**src/rtl/wam_pkg.sv**
```systemverilog
// Shared types and constants of the weekday alarm matcher.
package wam_pkg;

    localparam int NUM_ALARMS = 16;
    localparam int BEEP_CODES = 11;
    localparam int IDX_W      = (NUM_ALARMS > 1) ? $clog2(NUM_ALARMS) : 1;

    localparam logic       FUNC_WRITE  = 1'b0;
    localparam logic       FUNC_TICK   = 1'b1;

    localparam logic [3:0] DAY_EACH    = 4'd7;
    localparam logic [3:0] DAY_ONCE    = 4'd8;
    localparam logic [3:0] DAY_WORK    = 4'd9;
    localparam logic [3:0] DAY_WEEKEND = 4'd10;

    localparam logic [6:0] MINUTE_NONE = 7'd127;
    localparam logic [3:0] BEEP_TOP    = 4'(BEEP_CODES - 1);
    localparam logic [4:0] ROUNDS_TOP  = 5'd20;

    typedef struct packed {
        logic       en;
        logic [3:0] day;
        logic [4:0] hr;
        logic [5:0] mn;
        logic [1:0] pit;
        logic [3:0] bp;
    } wam_entry_t;

    localparam wam_entry_t ENTRY_DEFAULT = '{
        en:  1'b0,
        day: DAY_EACH,
        hr:  5'd0,
        mn:  6'd0,
        pit: 2'd1,
        bp:  4'd5
    };

    // Controller to datapath
    typedef struct packed {
        logic cap;
        logic decode;
        logic scan_step;
        logic decide;
        logic pend_step;
        logic load_out;
    } wam_cmd_t;

    // Datapath to controller
    typedef struct packed {
        logic is_tick;
        logic dup;
        logic match_now;
        logic last;
        logic need_pend;
        logic out_free;
    } wam_stat_t;

endpackage

```
**src/rtl/weekday_alarm_matcher.sv**
```systemverilog
// Top level of the weekday alarm matcher: controller and datapath.
//
// Usage: the input channel (in_valid / in_stall) carries one word per item.
// func 0 writes one alarm entry (entry_index, entry_enabled, day_code, hour,
// minute, pitch, beep_code); func 1 is a minute tick carrying the current
// time and date. Every accepted word yields exactly one result word on the
// output channel (out_valid / out_stall): fire with the firing entry's
// index, pitch and beep setting, and the alarm_pending indicator.
// Timing: the weekday is worked out as the word is captured; a tick then
// walks the sixteen-entry table one entry a cycle until the first match,
// and a pending re-evaluation walks the whole table again. A write or a
// repeated minute goes straight to the result without a scan.
// One word is handled at a time; in_stall is high from accept until the
// result has been moved into the output register.
// Reset clears the table to its defaults (disabled, each day, pitch 1,
// five beeps), forgets the handled minute and the pending flag for the next result.
// A stalled receiver holds the result word steady; the block finishes the
// current word and then waits with the next one held off.
module weekday_alarm_matcher
    import wam_pkg::*;
(
    input  logic        clk,
    input  logic        rst_n,
    input  logic        in_valid,
    output logic        in_stall,
    input  logic        func,
    input  logic [3:0]  entry_index,
    input  logic        entry_enabled,
    input  logic [3:0]  day_code,
    input  logic [4:0]  hour,
    input  logic [5:0]  minute,
    input  logic [1:0]  pitch,
    input  logic [3:0]  beep_code,
    input  logic [5:0]  year,
    input  logic [3:0]  month,
    input  logic [4:0]  day_of_month,
    output logic        out_valid,
    input  logic        out_stall,
    output logic        fire,
    output logic [3:0]  fired_index,
    output logic [1:0]  fire_pitch,
    output logic        fire_short,
    output logic [4:0]  fire_rounds,
    output logic        alarm_pending
);

    wam_cmd_t  cmd;
    wam_stat_t stat;

    // sequencing: capture, scan, settle, re-evaluate, deliver
    wam_ctrl u_ctrl (
        .clk      (clk),
        .rst_n    (rst_n),
        .in_valid (in_valid),
        .in_stall (in_stall),
        .stat     (stat),
        .cmd      (cmd)
    );

    // table, weekday arithmetic and output register
    wam_dp u_dp (
        .clk           (clk),
        .rst_n         (rst_n),
        .cmd           (cmd),
        .stat          (stat),
        .func          (func),
        .entry_index   (entry_index),
        .entry_enabled (entry_enabled),
        .day_code      (day_code),
        .hour          (hour),
        .minute        (minute),
        .pitch         (pitch),
        .beep_code     (beep_code),
        .year          (year),
        .month         (month),
        .day_of_month  (day_of_month),
        .out_stall     (out_stall),
        .out_valid     (out_valid),
        .fire          (fire),
        .fired_index   (fired_index),
        .fire_pitch    (fire_pitch),
        .fire_short    (fire_short),
        .fire_rounds   (fire_rounds),
        .alarm_pending (alarm_pending)
    );

endmodule

```
**src/rtl/wam_ctrl.sv**
```systemverilog
// Sequencing state machine of the weekday alarm matcher.
module wam_ctrl
    import wam_pkg::*;
(
    input  logic      clk,
    input  logic      rst_n,
    input  logic      in_valid,
    output logic      in_stall,
    input  wam_stat_t stat,
    output wam_cmd_t  cmd
);

    typedef enum logic [2:0] {
        S_IDLE,
        S_DECODE,
        S_SCAN,
        S_DECIDE,
        S_PEND,
        S_RESULT
    } state_t;

    state_t state_reg;
    state_t state_next;

    always_comb
    begin
        state_next = state_reg;
        cmd        = '0;
        case (state_reg)
            S_IDLE:
            begin
                if (in_valid)
                begin
                    cmd.cap    = 1'b1;
                    state_next = S_DECODE;
                end
            end
            S_DECODE:
            begin
                cmd.decode = 1'b1;
                if (stat.is_tick && !stat.dup)
                    state_next = S_SCAN;
                else
                    state_next = S_RESULT;
            end
            S_SCAN:
            begin
                cmd.scan_step = 1'b1;
                if (stat.match_now || stat.last)
                    state_next = S_DECIDE;
            end
            S_DECIDE:
            begin
                cmd.decide = 1'b1;
                state_next = stat.need_pend ? S_PEND : S_RESULT;
            end
            S_PEND:
            begin
                cmd.pend_step = 1'b1;
                if (stat.last)
                    state_next = S_RESULT;
            end
            S_RESULT:
            begin
                if (stat.out_free)
                begin
                    cmd.load_out = 1'b1;
                    state_next   = S_IDLE;
                end
            end
            default:
            begin
                state_next = S_IDLE;
            end
        endcase
    end

    always_ff @(posedge clk or negedge rst_n)
    begin
        if (!rst_n)
            state_reg <= S_IDLE;
        else
            state_reg <= state_next;
    end

    assign in_stall = (state_reg != S_IDLE);

endmodule

```
**src/rtl/wam_dp.sv**
```systemverilog
// Datapath of the weekday alarm matcher: alarm table, weekday, scan and result.
module wam_dp
    import wam_pkg::*;
(
    input  logic        clk,
    input  logic        rst_n,
    input  wam_cmd_t    cmd,
    output wam_stat_t   stat,
    input  logic        func,
    input  logic [3:0]  entry_index,
    input  logic        entry_enabled,
    input  logic [3:0]  day_code,
    input  logic [4:0]  hour,
    input  logic [5:0]  minute,
    input  logic [1:0]  pitch,
    input  logic [3:0]  beep_code,
    input  logic [5:0]  year,
    input  logic [3:0]  month,
    input  logic [4:0]  day_of_month,
    input  logic        out_stall,
    output logic        out_valid,
    output logic        fire,
    output logic [3:0]  fired_index,
    output logic [1:0]  fire_pitch,
    output logic        fire_short,
    output logic [4:0]  fire_rounds,
    output logic        alarm_pending
);

    // 13*(m+1)/5 for the adjusted month range 3..15
    function automatic logic [5:0] month_term(input logic [4:0] m);
        logic [5:0] t;
        begin
            case (m)
                5'd3:    t = 6'd10;
                5'd4:    t = 6'd13;
                5'd5:    t = 6'd15;
                5'd6:    t = 6'd18;
                5'd7:    t = 6'd20;
                5'd8:    t = 6'd23;
                5'd9:    t = 6'd26;
                5'd10:   t = 6'd28;
                5'd11:   t = 6'd31;
                5'd12:   t = 6'd33;
                5'd13:   t = 6'd36;
                5'd14:   t = 6'd39;
                5'd15:   t = 6'd41;
                default: t = 6'd0;
            endcase
            return t;
        end
    endfunction

    function automatic logic [10:0] minutes_of(input logic [4:0] h, input logic [5:0] m);
        return (11'(h) << 6) - (11'(h) << 2) + 11'(m);
    endfunction

    // captured item
    logic       func_reg;
    logic [3:0] idx_reg;
    logic       en_reg;
    logic [3:0] day_reg;
    logic [4:0] hr_reg;
    logic [5:0] mn_reg;
    logic [1:0] pit_reg;
    logic [3:0] bp_reg;

    // table
    wam_entry_t            mem_reg [NUM_ALARMS];
    logic [NUM_ALARMS-1:0] valid_reg;
    wam_entry_t            rd_entry;

    // scan state
    logic [IDX_W-1:0] cnt_reg;
    logic             hit_reg;
    logic             any_reg;
    logic [2:0]       wday_reg;
    logic [10:0]      now_reg;
    logic [6:0]       handled_reg;
    logic             pending_reg;

    // result
    logic             res_fire_reg;
    logic [IDX_W-1:0] res_idx_reg;
    logic [1:0]       res_pit_reg;
    logic [3:0]       res_bp_reg;
    logic             out_valid_reg;

    // weekday arithmetic
    logic [4:0] m_adj;
    logic [6:0] y_adj;
    logic [9:0] wsum;
    logic [4:0] fold1;
    logic [3:0] fold2;
    logic [2:0] wday_calc;

    logic [2:0]  wday_inc;
    logic [10:0] a_min;
    logic        match_now;
    logic        pend_hit;
    logic        min12;

    always_comb
    begin
        if (month <= 4'd2)
        begin
            m_adj = 5'(month) + 5'd12;
            y_adj = 7'(year) + 7'd19;
        end
        else
        begin
            m_adj = 5'(month);
            y_adj = 7'(year) + 7'd20;
        end
        wsum  = 10'(day_of_month) + 10'(month_term(m_adj)) + 10'(y_adj)
              + 10'(y_adj >> 2) + 10'd523;
        // 8 is 1 mod 7: fold octal digits
        fold1 = 5'(wsum[2:0]) + 5'(wsum[5:3]) + 5'(wsum[8:6]) + 5'(wsum[9]);
        fold2 = 4'(fold1[2:0]) + 4'(fold1[4:3]);
        wday_calc = (fold2 >= 4'd7) ? 3'(fold2 - 4'd7) : fold2[2:0];
    end

    assign rd_entry = valid_reg[cnt_reg] ? mem_reg[cnt_reg] : ENTRY_DEFAULT;
    assign wday_inc = (wday_reg == 3'd6) ? 3'd0 : wday_reg + 3'd1;
    assign a_min    = minutes_of(rd_entry.hr, rd_entry.mn);

    always_comb
    begin
        match_now = rd_entry.en && (rd_entry.mn == mn_reg) && (rd_entry.hr == hr_reg)
            && ((rd_entry.day == DAY_EACH) || (rd_entry.day == DAY_ONCE)
                || (rd_entry.day == {1'b0, wday_reg})
                || ((rd_entry.day == DAY_WORK) && (wday_reg < 3'd5))
                || ((rd_entry.day == DAY_WEEKEND) && (wday_reg >= 3'd5)));

        pend_hit = rd_entry.en
            && ((rd_entry.day == DAY_EACH) || (rd_entry.day == DAY_ONCE)
                || ((rd_entry.day == {1'b0, wday_reg}) && (a_min >= now_reg))
                || ((rd_entry.day == {1'b0, wday_inc}) && (a_min <= now_reg))
                || ((rd_entry.day == DAY_WORK)
                    && ((wday_reg < 3'd4)
                        || ((wday_reg == 3'd4) && (a_min >= now_reg))
                        || ((wday_reg == 3'd6) && (a_min <= now_reg))))
                || ((rd_entry.day == DAY_WEEKEND)
                    && ((wday_reg == 3'd5)
                        || ((wday_reg == 3'd6) && (a_min >= now_reg))
                        || ((wday_reg == 3'd4) && (a_min <= now_reg)))));

        min12 = (mn_reg inside {6'd0, 6'd12, 6'd24, 6'd36, 6'd48, 6'd60});
    end

    assign stat.is_tick   = (func_reg == FUNC_TICK);
    assign stat.dup       = (handled_reg == {1'b0, mn_reg});
    assign stat.match_now = match_now;
    assign stat.last      = (cnt_reg == IDX_W'(NUM_ALARMS - 1));
    assign stat.need_pend = hit_reg ? (rd_entry.day == DAY_ONCE) : min12;
    assign stat.out_free  = !out_valid_reg || !out_stall;

    // control state
    always_ff @(posedge clk or negedge rst_n)
    begin
        if (!rst_n)
        begin
            valid_reg     <= '0;
            cnt_reg       <= '0;
            hit_reg       <= 1'b0;
            any_reg       <= 1'b0;
            handled_reg   <= MINUTE_NONE;
            pending_reg   <= 1'b0;
            res_fire_reg  <= 1'b0;
            out_valid_reg <= 1'b0;
        end
        else
        begin
            if (cmd.cap)
                res_fire_reg <= 1'b0;

            if (cmd.decode)
            begin
                if (func_reg == FUNC_WRITE)
                begin
                    if (32'(idx_reg) < NUM_ALARMS)
                        valid_reg[IDX_W'(idx_reg)] <= 1'b1;
                end
                else if (!stat.dup)
                begin
                    cnt_reg <= '0;
                    hit_reg <= 1'b0;
                end
            end

            if (cmd.scan_step)
            begin
                if (match_now)
                    hit_reg <= 1'b1;
                else if (!stat.last)
                    cnt_reg <= cnt_reg + 1'b1;
            end

            if (cmd.decide)
            begin
                handled_reg  <= hit_reg ? {1'b0, mn_reg} : MINUTE_NONE;
                res_fire_reg <= hit_reg;
                // drop a one-time entry back to its defaults
                if (hit_reg && (rd_entry.day == DAY_ONCE))
                    valid_reg[cnt_reg] <= 1'b0;
                cnt_reg <= '0;
                any_reg <= 1'b0;
            end

            if (cmd.pend_step)
            begin
                any_reg <= any_reg | pend_hit;
                if (stat.last)
                    pending_reg <= any_reg | pend_hit;
                else
                    cnt_reg <= cnt_reg + 1'b1;
            end

            if (cmd.load_out)
                out_valid_reg <= 1'b1;
            else if (!out_stall)
                out_valid_reg <= 1'b0;
        end
    end

    // payload; the date fields are consumed through the weekday at capture time
    always_ff @(posedge clk)
    begin
        if (cmd.cap)
        begin
            func_reg  <= func;
            idx_reg   <= entry_index;
            en_reg    <= entry_enabled;
            day_reg   <= day_code;
            hr_reg    <= hour;
            mn_reg    <= minute;
            pit_reg   <= pitch;
            bp_reg    <= beep_code;
            wday_reg  <= wday_calc;
            now_reg   <= minutes_of(hour, minute);
        end

        if (cmd.decode && (func_reg == FUNC_WRITE) && (32'(idx_reg) < NUM_ALARMS))
            mem_reg[IDX_W'(idx_reg)] <= '{en: en_reg, day: day_reg, hr: hr_reg,
                                          mn: mn_reg, pit: pit_reg, bp: bp_reg};

        if (cmd.decide)
        begin
            res_idx_reg <= cnt_reg;
            res_pit_reg <= rd_entry.pit;
            res_bp_reg  <= rd_entry.bp;
        end

        if (cmd.load_out)
        begin
            fire          <= res_fire_reg;
            fired_index   <= res_fire_reg ? 4'(res_idx_reg) : 4'd0;
            fire_pitch    <= res_fire_reg ? res_pit_reg : 2'd0;
            fire_short    <= res_fire_reg && (res_bp_reg == 4'd0);
            fire_rounds   <= !res_fire_reg ? 5'd0
                           : (res_bp_reg == BEEP_TOP) ? ROUNDS_TOP : 5'(res_bp_reg);
            alarm_pending <= pending_reg;
        end
    end

    assign out_valid = out_valid_reg;

endmodule
```
**config.mk**
```make
export PLATFORM = sky130hd
export DESIGN_NAME = weekday_alarm_matcher
export DESIGN_NICKNAME = d
export VERILOG_FILES = /design/src/rtl/wam_pkg.sv /design/src/rtl/weekday_alarm_matcher.sv /design/src/rtl/wam_ctrl.sv /design/src/rtl/wam_dp.sv
export SDC_FILE = /design/constraint.sdc
export NUM_CORES = 1
export LEC_CHECK = 0
export BUFFER_PORTS_ARGS = -buffer_cell sky130_fd_sc_hd__buf_2
export CORE_ASPECT_RATIO = 1.1
export CORE_MARGIN = 2
export CORE_UTILIZATION = 55
export DETAILED_ROUTE_END_ITERATION = 10
export HOLD_SLACK_MARGIN = 0.03
export PLACE_DENSITY = 0.78
export REMOVE_ABC_BUFFERS = 1
export SYNTH_ARGS = -nofsm -noshare
export SYNTH_HDL_FRONTEND = slang
export SYNTH_SLANG_ARGS = --single-unit
```
**constraint.sdc**
```tcl
create_clock -name clk -period 6.47 [get_ports clk]
set_input_delay 1.941 -clock clk [delete_from_list [all_inputs] [get_ports clk]]
set_output_delay 1.941 -clock clk [all_outputs]
set_load 0.005 [all_outputs]
```
==> metrics.cfg, run 1 <==
[floorplanning]
io_pins = 62
die_h_um = 205.1
row_count = 73
die-area_um2 = 38300
fp.coreArea_um2 = 36170
start_util = 0.5588
die_x_um = 186.8

[worst_setup_path]
max_stage_delay_ps = 580
crit_start = month[3]
crit_fanout = 2
timing.rr.start = u_dp.cnt_reg[1]
crit_path_end_kind = register
crit_type = primary input to register
cpLargestDelayFamily = adder cells
r2r-end = u_dp.any_reg
cp-start-kind = primary input
crit_top_cell = ha_4
crit_arrival_ps = 8420
crit_cells = 32
cp-endpoint = u_dp.wday_reg[1]
rrSetupSlack_ps = 420
ff2ff_path_depth = 24
worst_path_max_delay_cell = fa_1
cp.buffers_inverters = 6
critPathRequiredTime_ps = 6750

[synth]
synth.distinct_cells = 69
synth.area.top_cells = edfxtp_1 (62%), mux4_2 (11%), ha_1 (4.0%)
synth_seq_area_share = 0.6603
yosys_warnings = 0
syn-cell-area_um2 = 20210
ys_ff_latch = 450
synth_most_common_cell = edfxtp_1
synthArstFlopShare = 0.07778
synth_cells = 1234
synth_top_flop_cell = edfxtp_1
synth_top_area_frac = 0.6166
synth_commonest_cells = edfxtp_1 (415), mux4_2 (98), inv_1 (71), nand2_1 (71), nor2_1 (70)
syn_area_per_cell_um2 = 16.38
yosysTopAreaCell = edfxtp_1
synth-edff-count = 415

[final_layout]
areaGrowthSynthToFinish_pct = 15.52
nNetsFinal = 1516
largest_reg_flops = 352
fill_cells = 2443
drive_gt1_frac = 0.2899
final_util = 0.6455
antenna_cells = 0
finalInstanceArea_um2 = 23350

[clock_tree]
clock_sinks = 450
path_clk_slew_ps = 60
clk_latency_ps = 550
root_buffer = clkbuf_16
cts_tree = built
cts_max_level = 2
cts_buffer_depth = 3
numCtsBuffers = 43
cts_hold_buf = 0

[placement]
dp_slack_ps = -2897
io_buffers = 61
dp_hpwl_mm = 27.19
dpl-instance-area_um2 = 21600
place_congestion = 0.9131

[drt]
drtIter0Drc = 1485
viasPerCell = 6.200
routed_wl_mm = 46.94
drc = 0
vias = 11870
drtAntennaViolNets = 0
drt-wirelength-per-cell_um = 24.51
drt_pass1_iterations = 7

[timing]
slew-limit-headroom = 0.4044
report.final.slew_viol_count = 0
max_freq_mhz = 122.9
finalHoldViolCount = 0
rsz0062_at_grt = true
tightestPinTransition_ps = 881.9
fin_ws_ps = -1668
min_period_over_period = 1.258
period_needed_ps = 8138
setup_viol = 3
whs_ps = 467.0
skew_ps = 21.18

[hold_path]
hp-class = register to register

[global_route]
antenna_found_initial = 0
grt_max_degree = 41
overflow = 0
track_usage = 0.2500
grt_first_pass_wirelength_mm = 71.19
grt_pass1_vias = 12200

[run]
max_cap_viol_count = 0

[outcome]
violations = setup timing
status = finished, violations left

## worst register-to-register path: stages (launching register included)
cell,delay (ps)
dfrtp_4,650
mux4_1,680
mux2_2,390
nand2_1,200
o22ai_1,150
ha_1,380
o21a_1,220
o21a_1,210
o21a_1,200
o21a_1,190
nor2_1,150
nand2_1,110
nor2_1,190
nand2_1,90
xor2_1,160
ha_1,320
nand4_1,180
nor2_1,180
a221oi_2,110
or3_1,320
a21oi_1,180
o22ai_1,110
a211oi_1,320
buf_4,190
o21ai_0,70
## placed cells by master (no fill, tap or decap), drive strengths merged, types with 7 or more instances in the layout
cell    instances
dfrtp          28
nor3           18
mux4          105
o22ai           7
and3            7
fa             10
nor2           70
buf           159
o21ai          30
nand2          71
a31oi          22
ha             65
xor2           19
nand2b          9
nand3          16
xnor2          19
a21o            9
clkbuf         54
nor2b           7
clkinv         24
a21oi          49
inv            73
mux2i          19
mux2            9
o21a           10
edfxtp        415
or2             8
o22a           14
and2           14
dfstp           7
## kinds of logic after synthesis
| kind of cell | count (synthesis) | share of synthesized area |
|---|---|---|
| multiplexers | 133 | 0.1327 |
| adder cells (fa/ha/maj) | 75 | 0.05014 |
| AND/OR/NAND/NOR | 238 | 0.05503 |
| buffers and inverters | 117 | 0.02507 |
| XOR/XNOR | 38 | 0.01647 |
| AO/OA/AOI/OAI | 183 | 0.06023 |
| flip-flops | 450 | 0.6603 |
## worst min-delay path by stage
stage | start | end | slack (ps) | cells past startpoint
finish | u_dp.pending_reg | u_dp.alarm_pending | 470 | 0
global route | u_dp.pending_reg | u_dp.alarm_pending | 480 | 0
CTS | u_dp.pending_reg | u_dp.alarm_pending | 470 | 0
detailed placement | u_dp.pending_reg | u_dp.alarm_pending | 460 | 0
global placement | u_dp.pending_reg | u_dp.alarm_pending | 450 | 0
floorplan | u_dp.pending_reg | u_dp.alarm_pending | 430 | 0
## cell type report
class / instances / area [µm²] / share of cell area
clock inverters: 24 / 162.7 / 0.006966
flip-flops and latches: 450 / 13360 / 0.5720
clock buffers: 54 / 1117 / 0.04785
repair buffers: 159 / 1101 / 0.04716
well taps: 487 / 609.3 / 0.02610
multi-input cells: 667 / 6710 / 0.2874
inverters: 74 / 292.8 / 0.01254
## routing by layer
| metal | vias up | wire [µm] | share of wire | GRT usage |
|---|---|---|---|---|
| li1 | 5162 | - | - | - |
| met1 | 5931 | 17600 | 0.38 | 0.3189 |
| met2 | 630 | 23310 | 0.50 | 0.4239 |
| met3 | 150 | 3966 | 0.084 | 0.04489 |
| met4 | 0 | 2057 | 0.044 | 0.1108 |
| met5 | - | 0 | 0 | 0 |
## timing repair
item	4_1_cts	5_1_grt
hold endpoints to repair	0	0
pin swaps	31	33
setup buffers	9	6
gates resized for setup	65	17
setup endpoints to repair	3	5
## stage by stage
| step | cells | setup TNS [ps] |
|---|---|---|
| 2_1_floorplan | 1191 | -9215 |
| 5_1_grt | 1915 | -5737 |
| 3_5_place_dp | 1822 | -8105 |
| 6_report | 1915 | -4764 |
| 3_3_place_gp | 1822 | -7456 |
| 4_1_cts | 1909 | -4660 |
Power of run 1 is left out: the tool's default activity adds up to more than one toggle a clock period on the data nets, which glitch-free logic cannot reach.
==> inputs of run 2 (changes only) <==
MAX_ROUTING_LAYER = met4   (was unset)
==> metrics.cfg, run 2 (same netlist as run 1, synthesis figures left out) <==
[worst_setup_path]
critPathRequiredTime_ps = 6760  ; about the same
crit_path_end_kind = register
ff2ff_path_depth = 25  ; +4.2%
crit_arrival_ps = 8460  ; +40 ps
crit_type = primary input to register
max_stage_delay_ps = 520  ; -60 ps
worst_path_max_delay_cell = fa_2
crit_fanout = 3  ; +1
cp-start-kind = primary input

[final_layout]
nNetsFinal = 1512  ; -0.26%
antenna_cells = 0  ; unchanged
final_cell_mix = edfxtp_1 (415), mux4_2 (98), buf_4 (90)
final_common_cell = edfxtp_1
largest_reg_flops = 352  ; unchanged
final_util = 0.6480  ; +0.002456
fin_cells = 1913  ; -0.10%
areaGrowthSynthToFinish_pct = 15.96
drive_gt1_frac = 0.2882  ; -0.001697

[timing]
whs_ps = 459.4  ; -7.623 ps
rsz0062_at_grt = true
report.final.slew_viol_count = 0  ; unchanged
min_period_over_period = 1.263  ; +0.005470
tightestPinTransition_ps = 926.4  ; +44.52 ps
tns_ps = -4829  ; -65.76 ps
period_needed_ps = 8173  ; +35.39 ps
fin_ws_ps = -1703  ; -35.39 ps
setup_viol = 3  ; unchanged
slew-limit-headroom = 0.3824  ; -0.02199
max_freq_mhz = 122.4  ; -0.43%
finalHoldViolCount = 0  ; unchanged
skew_ps = 30.53  ; +9.351 ps

[clock_tree]
path_clk_slew_ps = 60  ; about the same
clock_sinks = 450  ; unchanged
cts_buffer_depth = 3  ; unchanged
cts_tree = built
cts_max_level = 2  ; unchanged
cts_hold_buf = 0  ; unchanged
root_buffer = clkbuf_16
numCtsBuffers = 43  ; unchanged
clk_latency_ps = 560  ; about the same

[outcome]
status = finished, violations left
violations = setup timing

[drt]
viasPerCell = 6.200  ; about the same
drc = 0  ; unchanged
drtIter0Drc = 1355  ; -8.8%
vias = 11860  ; -0.10%
drt-wirelength-per-cell_um = 24.93  ; +1.7%
drtAntennaViolNets = 0  ; unchanged
routed_wl_mm = 47.69  ; +1.6%
drt_pass1_iterations = 5  ; -2

[placement]
dpl.cell_count = 1821  ; -0.055%
place_congestion = 0.9168  ; +0.41%
dp_hpwl_mm = 27.16  ; -0.12%
io_buffers = 61  ; unchanged

[floorplanning]
fp.coreArea_um2 = 36170  ; unchanged
row_count = 73  ; unchanged
die_h_um = 205.1  ; unchanged
die-area_um2 = 38300  ; unchanged
die_x_um = 186.8  ; unchanged
io_pins = 62  ; unchanged
start_util = 0.5588  ; unchanged

[global_route]
grt_first_pass_wirelength_mm = 71.99  ; +1.1%
grt_max_degree = 41  ; unchanged
antenna_found_initial = 0  ; unchanged
track_usage = 0.2621  ; +0.01209
overflow = 0  ; unchanged
grt_pass1_vias = 12110  ; -0.72%

[hold_path]
hp-class = register to register
whs_path_depth = 0  ; unchanged

[run]
max_cap_viol_count = 0  ; unchanged

-- run 2: metrics by stage --
step | area [µm²] | worst slack, ps
4_1_cts | 23290 | -1769
5_1_grt | 23440 | -1973
3_3_place_gp | 21590 | -2649
2_1_floorplan | 19980 | -2759
3_5_place_dp | 21590 | -2862
6_report | 23440 | -1703
-- run 2: cell type report --
cell class	instances	area [µm²]
timing repair buffer	155	1067
clock inverter	22	245.2
sequential	450	13360
multi-input combinational	667	6716
clock buffer	58	1154
fill	2430	12730
inverter	74	290.3
tap	487	609.3
-- run 2: worst paths after layout --
path	startpoint	end	slack, ps
max	month[3]	u_dp.wday_reg[1]	-1700
min	u_dp.pending_reg	u_dp.alarm_pending	460
max reg2reg	u_dp.cnt_reg[1]	u_dp.any_reg	430
min reg2reg	u_dp.pending_reg	u_dp.alarm_pending	460
max in group asynchronous	rst_n	u_dp.cnt_reg[0]	4400
min in group asynchronous	rst_n	u_dp.out_valid	1460
-- run 2: critical path: cells and delay by family --
kind / cells / cell delay [ps]
AO/OA/AOI/OAI: 8 / 1160
XOR/XNOR: 2 / 330
adder cells (fa/ha/maj): 13 / 4000
AND/OR/NAND/NOR: 5 / 400
buffers and inverters: 10 / 630
-- run 2: timing repair --
action / 4_1_cts / 5_1_grt
pin swaps: 28 / 21
resized for setup: 61 / 19
setup endpoints to repair: 3 / 5
buffers inserted: 6 / 6
-- run 2: metal layers --
layer	track usage	wire, µm	up-vias
met3	0.04300	3983	155
met2	0.4341	23830	638
met4	0.1264	2331	0
met1	0.3176	17550	5922
met5	-	0	-
li1	-	-	5146
Power of run 2 is left out for the same reason.
